### config.mk
export PLATFORM = sky130hd
export DESIGN_NAME = tmq_divider
export DESIGN_NICKNAME = d
export VERILOG_FILES = /design/src/hdl/tmq_pkg.sv /design/src/hdl/tmq_divider.sv
export SDC_FILE = /design/constraint.sdc
export NUM_CORES = 1
export LEC_CHECK = 0
export BUFFER_PORTS_ARGS = -buffer_cell sky130_fd_sc_hd__clkbuf_2
export CAP_MARGIN = 40
export CORE_ASPECT_RATIO = 0.8
export CORE_MARGIN = 5
export CORE_UTILIZATION = 28
export CTS_BUF_LIST = sky130_fd_sc_hd__clkbuf_16
export CTS_CLUSTER_SIZE = 28
export DETAILED_ROUTE_END_ITERATION = 7
export RECOVER_POWER = 50
export SLEW_MARGIN = 15
export SYNTH_ARGS = -nofsm -noshare
export SYNTH_HDL_FRONTEND = slang
export SYNTH_SLANG_ARGS = --single-unit
### constraint.sdc
create_clock -name aclk -period 2.65 [get_ports aclk]
set_input_delay 0.53 -clock aclk [delete_from_list [all_inputs] [get_ports aclk]]
set_output_delay 0.53 -clock aclk [all_outputs]
set_load 0.01 [all_outputs]
### src/hdl/tmq_pkg.sv
// Shared constants, codes and types of the tile map quad generator.
package tmq_pkg;

    localparam int MAX_MAP_COLS = 128;
    localparam int MAX_MAP_ROWS = 128;
    localparam int TILE_BITS    = 16;
    localparam int COL_BITS     = $clog2(MAX_MAP_COLS);
    localparam int ROW_BITS     = $clog2(MAX_MAP_ROWS);
    localparam int ADDR_BITS    = ROW_BITS + COL_BITS;
    localparam int DEPTH        = MAX_MAP_ROWS * MAX_MAP_COLS;

    localparam int DVD_BITS = 17;
    localparam int DVS_BITS = 9;

    typedef enum logic [1:0] {
        ACT_WRITE = 2'd0,
        ACT_AREA  = 2'd1,
        ACT_STEP  = 2'd2,
        ACT_NONE  = 2'd3
    } action_t;

    typedef enum logic [1:0] {
        KIND_ACK    = 2'd0,
        KIND_VERTEX = 2'd1,
        KIND_SKIP   = 2'd2,
        KIND_EMPTY  = 2'd3
    } kind_t;

    typedef enum logic [2:0] {
        CFG_ATLAS_COLUMNS = 3'd0,
        CFG_MAP_WIDTH     = 3'd1,
        CFG_MAP_HEIGHT    = 3'd2,
        CFG_TILE_WIDTH    = 3'd3,
        CFG_TILE_HEIGHT   = 3'd4
    } cfg_index_t;

    typedef enum logic [3:0] {
        ST_IDLE,
        ST_AREA_START,
        ST_AREA_WAIT,
        ST_AREA_FIN,
        ST_STEP_EVAL,
        ST_SKIP,
        ST_MOD_WAIT,
        ST_MUL,
        ST_VERT
    } state_t;

    typedef struct packed {
        logic                start;
        logic [DVD_BITS-1:0] dividend;
        logic [DVS_BITS-1:0] divisor;
    } div_req_t;

    typedef struct packed {
        logic                done;
        logic                busy;
        logic [DVD_BITS-1:0] quotient;
        logic [DVS_BITS-1:0] remainder;
    } div_rsp_t;

    typedef struct packed {
        logic [7:0] lo;
        logic [7:0] hi;
    } range_t;

endpackage

### src/hdl/tmq_divider.sv
// Iterative restoring divider, one quotient bit per cycle.
module tmq_divider (
    input  logic              aclk,
    input  logic              aresetn,
    input  tmq_pkg::div_req_t req,
    output tmq_pkg::div_rsp_t rsp
);
    import tmq_pkg::*;

    logic [DVS_BITS-1:0] rem_reg, rem_next;
    logic [DVD_BITS-1:0] quo_reg, quo_next;
    logic [DVS_BITS-1:0] dvs_reg, dvs_next;
    logic [4:0]          cnt_reg, cnt_next;
    logic                busy_reg, busy_next;
    logic                done_reg, done_next;
    logic [DVS_BITS:0]   trial;

    always_comb begin
        trial     = {rem_reg, quo_reg[DVD_BITS-1]};
        rem_next  = rem_reg;
        quo_next  = quo_reg;
        dvs_next  = dvs_reg;
        cnt_next  = cnt_reg;
        busy_next = busy_reg;
        done_next = 1'b0;
        if (req.start) begin
            rem_next  = '0;
            quo_next  = req.dividend;
            dvs_next  = req.divisor;
            cnt_next  = 5'(DVD_BITS);
            busy_next = 1'b1;
        end else if (busy_reg) begin
            if (trial >= {1'b0, dvs_reg}) begin
                rem_next = DVS_BITS'(trial - {1'b0, dvs_reg});
                quo_next = {quo_reg[DVD_BITS-2:0], 1'b1};
            end else begin
                rem_next = trial[DVS_BITS-1:0];
                quo_next = {quo_reg[DVD_BITS-2:0], 1'b0};
            end
            cnt_next = cnt_reg - 5'd1;
            if (cnt_reg == 5'd1) begin
                busy_next = 1'b0;
                done_next = 1'b1;
            end
        end
    end

    always_ff @(posedge aclk) begin
        if (!aresetn) begin
            busy_reg <= 1'b0;
            done_reg <= 1'b0;
            cnt_reg  <= '0;
        end else begin
            busy_reg <= busy_next;
            done_reg <= done_next;
            cnt_reg  <= cnt_next;
        end
        rem_reg <= rem_next;
        quo_reg <= quo_next;
        dvs_reg <= dvs_next;
    end

    assign rsp.done      = done_reg;
    assign rsp.busy      = busy_reg;
    assign rsp.quotient  = quo_reg;
    assign rsp.remainder = rem_reg;

endmodule

==> reports/qor.yml, run 1 <==
setup_path:
  crit_chain: "inv_1 -> ha_1 -> inv_1 -> fa_1 -> a211oi_2 -> o31ai_2 -> a211oi_4 -> buf_4 -> mux2i_1 -> a211oi_2"
  critical_path_class: "reg -> reg"
  cp_max_fo: 6
  slowest_delay_ns: 0.41
  rrSetupSlack_ns: 0.14
  crit_slowest_cell: "edfxtp_1"
  worst-path-buf-inv: 3
  cp.arrival_ns: 2.66
  crit_family: "compound AO/OA/AOI/OAI gates"
  crit_path_start_kind: "register"
  end_kind: "register"
  cp.required_ns: 2.80
pwr:
  power_mw: 1.76
  p_leak_nw: 1.13
  max-vdd-ir-drop_v: 0.000248
  power.density_mw_per_mm2: 663
synthesis:
  syn-num-nets: 224
  yosysSeqAreaShare_pct: 51.1
  yosysTopAreaCell: "edfxtp_1"
  ys_types: 43
  ys_warn_count: 0
  synth_top_area_share_pct: 36.3
  synthCells: 183
  synth.cell_area_sq_mm: 0.00215
  ys_ff_latch: 42
  avgSynthCellArea_sq_um: 11.8
  synth_area_leaders: "edfxtp_1 36%, dfxtp_1 15%, mux2_2 8.4%"
timing:
  rsz0062_at_grt: "true"
  min_period_ns: 2.51
  fin_tns_setup_ns: 0
  drv_slew: 0
  worst_pin_slew_ns: 0.408
  slew_headroom_pct: 72.7
  skew_ns: 0.00261
  fmax_mhz: 399
  finalSetupViolCount: 0
  final_min_period_over_clock_period_pct: 94.7
  hold_viol_final: 0
routing:
  vias_per_cell: 4.43
  ant_nets: 0
  dr.pass1.iters: 4
  wirelength_mm: 4.62
  via_count: 1542
  wl_per_cell_microns: 13.3
  drtIter0Drc: 106
  drc_errors: 0
cts:
  numClockSinks: 42
  ctsHoldBuffers: 0
  cts_setup_buffers: 0
  insertion_delay_ns: 0.28
  cts_root_buf: "clkbuf_16"
  clk_pin_slew_worst_paths_ns: 0.06
  cts_buffers: 5
  cts_tree: "yes"
  h-tree-depth: 2
  clockBufferDepth: 2
place:
  post-dp-hpwl_mm: 3.46
  gp_congestion: 0.809
  port_buffers: 56
layout:
  largest_reg_flops: 17
  area_growth_pct: 23.6
  layout-drive-gt1-share_pct: 29.6
  antenna_cells: 0
  mostFrequentLayoutCells: "36 x clkbuf_2, 26 x edfxtp_1, 20 x clkbuf_1"
  layout_commonest_cell: "clkbuf_2"
  multi_input_area_sq_um: 945
  fillers: 766
  nNetsFinal: 283
  register_area_sq_mm: 0.00110
global_route:
  overflow: 0
  grt_usage_pct: 9.95
  first_global_vias: 1542
  grt_max_degree: 34
  grt_pass1_wl_mm: 7.51
  antenna_found_initial: 0
floorplan:
  fp.dieH_microns: 88.4
  rows: 28
  initial_utilization_pct: 28.9
  io_pins: 57
  core-area_sq_mm: 0.00746
  die_area_sq_mm: 0.00955
  dieWidth_microns: 108
run:
  max-cap-violations: 0
min_path:
  min_path_type: "in -> reg"
run_status:
  status: "completed"
-- routing by layer --
metal	up-vias	track usage, %	routed length [microns]
li1	784	-	-
met4	0	2.29	39
met2	43	15.2	2090
met3	7	2.92	218
met1	708	14.0	2270
met5	-	0	0
-- stage by stage --
| step | cell area (sq um) | setup WS, ns | utilization (%) | cells | hold WS, ns |
|---|---|---|---|---|---|
| after floorplan | 2150 | 0.220 | - | 183 | 0.469 |
| after global placement | 2550 | 0.205 | 34.1 | 340 | 0.484 |
| after detailed placement | 2550 | 0.117 | 34.1 | 340 | 0.491 |
| after CTS | 2680 | 0.0780 | 35.9 | 348 | 0.421 |
| after global routing | 2660 | -0.0128 | 35.7 | 348 | 0.421 |
| final | 2660 | 0.141 | 35.7 | 348 | 0.424 |
-- worst reg2reg max path, cell delays in order, from the launching register on --
cell and delay [ns]:
edfxtp_1 0.41, inv_1 0.08, ha_1 0.19, inv_1 0.06
fa_1 0.41, a211oi_2 0.28, o31ai_2 0.15, a211oi_4 0.29
buf_4 0.20, mux2i_1 0.23, a211oi_2 0.09
-- cell type report --
cell class,instances,share of cell area (%)
Clock inverter,3,0.423
Multi-Input combinational cell,117,35.5
Sequential cell,42,41.4
Timing Repair Buffer,61,11.0
Tap cell,105,4.93
Inverter,15,2.11
Clock buffer,5,4.70
-- cell families (layout without fill, tap and decap cells) --
| group | after synthesis | in the layout | synth area share, % |
|---|---|---|---|
| simple gates | 44 | 44 | 10.4 |
| compound gates | 31 | 31 | 11.6 |
| mux | 20 | 20 | 10.2 |
| buf+inv | 24 | 84 | 5.23 |
| fa+ha+maj | 12 | 12 | 7.32 |
| xor+xnor | 10 | 10 | 4.07 |
| flops | 42 | 42 | 51.1 |
-- repair_timing --
item | CTS | global route
gates resized for setup | 0 | 1
hold endpoints to repair | 0 | 0
setup endpoints to repair | 0 | 6
-- cells in the mapped netlist, drive strengths merged --
cell type  number
a211o           2
a211oi          7
a21boi          2
a21o            2
a21oi           5
a311o           1
a311oi          3
a31o            1
and2b           1
and3            1
and3b           1
and4            1
buf             4
clkbuf          5
dfxtp          16
edfxtp         26
fa              1
ha             11
inv            15
mux2           16
mux2i           4
nand2           9
nand2b          1
nand3           3
nand4           2
nor2           13
nor2b           2
nor3            5
nor3b           2
nor4            1
o2111ai         1
o21ai           3
o311ai          1
o31a            1
o31ai           2
or2             1
or4b            1
xnor2           4
xor2            6
-- final timing paths --
kind	start	endpoint	cells after the start
worst max-delay path	quo_reg[16]$_DFFE_PP_	rem_reg[4]$_SDFFE_PP0P_	10
worst min-delay path	req[8]	dvs_reg[8]$_DFFE_PP_	1
worst max register to register	quo_reg[16]$_DFFE_PP_	rem_reg[4]$_SDFFE_PP0P_	10
worst min register to register	cnt_reg[1]$_SDFFE_PP0P_	cnt_reg[1]$_SDFFE_PP0P_	2
-- power breakdown --
part / leakage [nW] / internal, mW / switching (mW)
registers: 0.391 / 0.765 / 0.0401
clock network: 0.0765 / 0.339 / 0.234
logic: 0.662 / 0.174 / 0.212
total: 1.13 / 1.28 / 0.485
Note: power is estimated with default switching activity, not from simulation.
==> run 2: changes to the inputs <==
CTS_CLUSTER_SIZE = 10   (was 28)
GPL_TIMING_DRIVEN = 0   (was default)
clock period = 2.39 ns   (was 2.65 ns; I/O delays follow)
==> run 2 against run 1 <==
Compared with the run above:
- die area did not move
- cell area rose by 5.7%
- non-clock buffer count rose by 17
- critical path depth rose by 1
- register-to-register slack got worse by 0.12 ns
- final cell count rose by 4.9%
- utilization rose by 2.0 points
- largest power group unchanged
- global-route usage rose by 0.40 points
- maximum frequency rose by 6.1%
- first-iteration DRC count fell by 24%
- wire length rose by 6.4%
==> reports/qor.yml, run 2 (same netlist as run 1, synthesis figures left out) <==
timing:
  fmax_mhz: 423  # +6.1%
  drv_slew: 0  # unchanged
  finalSetupViolCount: 0  # unchanged
  slew_headroom_pct: 50.5  # -22 points
  worst_slack_ns: 0.0248  # -0.116 ns
  rsz0062_at_grt: "true"
  worst_pin_slew_ns: 0.741  # +0.333 ns
  final_min_period_over_clock_period_pct: 99.0  # +4.3 points
  hold_viol_final: 0  # unchanged
  min_period_ns: 2.37  # -0.144 ns
  fin_tns_setup_ns: 0  # unchanged
  skew_ns: 0.00482  # +0.00221 ns
place:
  dpl_worst_slack_ns: -0.279  # -0.396 ns
  placed_cell_area_sq_mm: 0.00256  # +0.74%
  post-dp-hpwl_mm: 3.59  # +3.8%
  port_buffers: 56  # unchanged
  gp_congestion: 0.843  # +4.2%
pwr:
  max-vdd-ir-drop_v: 0.000266  # +7.0%
  power.density_mw_per_mm2: 722  # +9.0%
  power_mw: 2.03  # +15%
  p_leak_nw: 1.18  # +4.5%
layout:
  area_growth_pct: 30.7
  antenna_cells: 0  # unchanged
  layout_commonest_cell: "clkbuf_1"
  nNetsFinal: 300  # +6.0%
  layout-drive-gt1-share_pct: 31.2  # +1.5 points
  final_cell_area_sq_mm: 0.00282  # +5.7%
  mostFrequentLayoutCells: "31 x clkbuf_1, 30 x clkbuf_2, 26 x edfxtp_1"
  largest_reg_flops: 17  # unchanged
floorplan:
  initial_utilization_pct: 28.9  # unchanged
  die_area_sq_mm: 0.00955  # unchanged
  fp.dieH_microns: 88.4  # unchanged
  rows: 28  # unchanged
  core-area_sq_mm: 0.00746  # unchanged
  io_pins: 57  # unchanged
  dieWidth_microns: 108  # unchanged
routing:
  via_count: 1596  # +3.5%
  wl_per_cell_microns: 13.5  # +1.5%
  drc_errors: 0  # unchanged
  drtIter0Drc: 81  # -24%
  wirelength_mm: 4.91  # +6.4%
  ant_nets: 0  # unchanged
  vias_per_cell: 4.37  # -1.3%
  dr.pass1.iters: 4  # unchanged
cts:
  cts_buffers: 5  # unchanged
  cts_tree: "yes"
  clockBufferDepth: 2  # unchanged
  numClockSinks: 42  # unchanged
  h-tree-depth: 2  # unchanged
  cts_root_buf: "clkbuf_16"
  insertion_delay_ns: 0.28  # about the same
  clk_pin_slew_worst_paths_ns: 0.06  # about the same
min_path:
  min_path_type: "in -> reg"
  min_to: "dvs_reg[8]$_DFFE_PP_"
  hp-start: "req[8]"
  whs_path_depth: 1  # unchanged
global_route:
  grt_pass1_wl_mm: 7.73  # +2.8%
  first_global_vias: 1567  # +1.6%
  antenna_found_initial: 0  # unchanged
  grt_max_degree: 18  # -47%
  overflow: 0  # unchanged
  grt_usage_pct: 10.4  # +0.40 points
setup_path:
  rr_startpoint: "quo_reg[16]$_DFFE_PP_"
  cp.arrival_ns: 2.50  # -0.16 ns
  cp_max_fo: 5  # -1
  reg2reg_depth: 11  # +1
  crit_path_start_kind: "register"
  cp.required_ns: 2.52  # -0.28 ns
  end_kind: "register"
  r2r-end: "rem_reg[6]$_SDFFE_PP0P_"
  critical_path_class: "reg -> reg"
  rrSetupSlack_ns: 0.02  # -0.12 ns
run:
  max-cap-violations: 0  # unchanged
run_status:
  status: "completed"
-- run 2: changes by cell type in the layout (fill, tap and decap cells not counted), sizes merged --
cell    previous run  this run
buf                5        17
clkbuf            61        66
-- run 2: worst max-delay path: stages (launching register included) --
cell and delay [ns]:
edfxtp_1 0.42, inv_2 0.09, ha_4 0.13, inv_2 0.03, fa_2 0.36, a211oi_4 0.29
o31ai_4 0.14, a211oi_4 0.22, buf_6 0.15, buf_6 0.12, mux2i_1 0.18, a211oi_1 0.08
-- run 2: how the worst max path moves through the flow --
stage / startpoint / endpoint / slack, ns / cells after the start
final: quo_reg[16]$_DFFE_PP_ / rem_reg[6]$_SDFFE_PP0P_ / 0.02 / 11
after global routing: quo_reg[16]$_DFFE_PP_ / rem_reg[6]$_SDFFE_PP0P_ / -0.07 / 11
after CTS: quo_reg[16]$_DFFE_PP_ / rem_reg[6]$_SDFFE_PP0P_ / -0.09 / 10
after detailed placement: quo_reg[16]$_DFFE_PP_ / rem_reg[6]$_SDFFE_PP0P_ / -0.28 / 10
after global placement: quo_reg[16]$_DFFE_PP_ / rem_reg[6]$_SDFFE_PP0P_ / -0.21 / 10
after floorplan: quo_reg[16]$_DFFE_PP_ / rem_reg[3]$_SDFFE_PP0P_ / 0.03 / 10
-- run 2: final cells by class --
| cell class | count | area [sq um] |
|---|---|---|
| Clock buffer | 5 | 125 |
| Timing Repair Buffer | 69 | 357 |
| Inverter | 15 | 56.3 |
| Clock inverter | 3 | 11.3 |
| Multi-Input combinational cell | 117 | 977 |
| Tap cell | 105 | 131 |
| Fill cell | 740 | 4650 |
| Sequential cell | 42 | 1100 |
| Buffer | 9 | 56.3 |
-- run 2: through the flow --
step | cells | util (%) | hold WS [ns]
6_report | 365 | 37.7 | 0.374
3_5_place_dp | 344 | 34.4 | 0.487
5_1_grt | 365 | 37.7 | 0.365
4_1_cts | 361 | 37.4 | 0.369
3_3_place_gp | 344 | 34.4 | 0.482
2_1_floorplan | 183 | - | 0.469
-- run 2: power by group --
group,leakage [nW],switching (mW),internal [mW]
Sequential,0.391,0.0466,0.848
Clock,0.0776,0.250,0.375
Combinational,0.711,0.262,0.251
Total,1.18,0.558,1.47
-- run 2: timing repair --
action,in CTS,in global routing
resized for setup,6,7
hold buffers,0,0
cloned,1,0
setup endpoints to repair,10,10
pin swaps,9,5
buffers inserted,8,4
hold endpoints to repair,0,0
-- run 2: metal layers --
layer	GRT usage, %	routed length [microns]	vias up
met3	2.70	178	4
met4	3.21	32	0
met5	0	0	-
met1	14.0	2320	737
li1	-	-	817
met2	16.4	2390	38
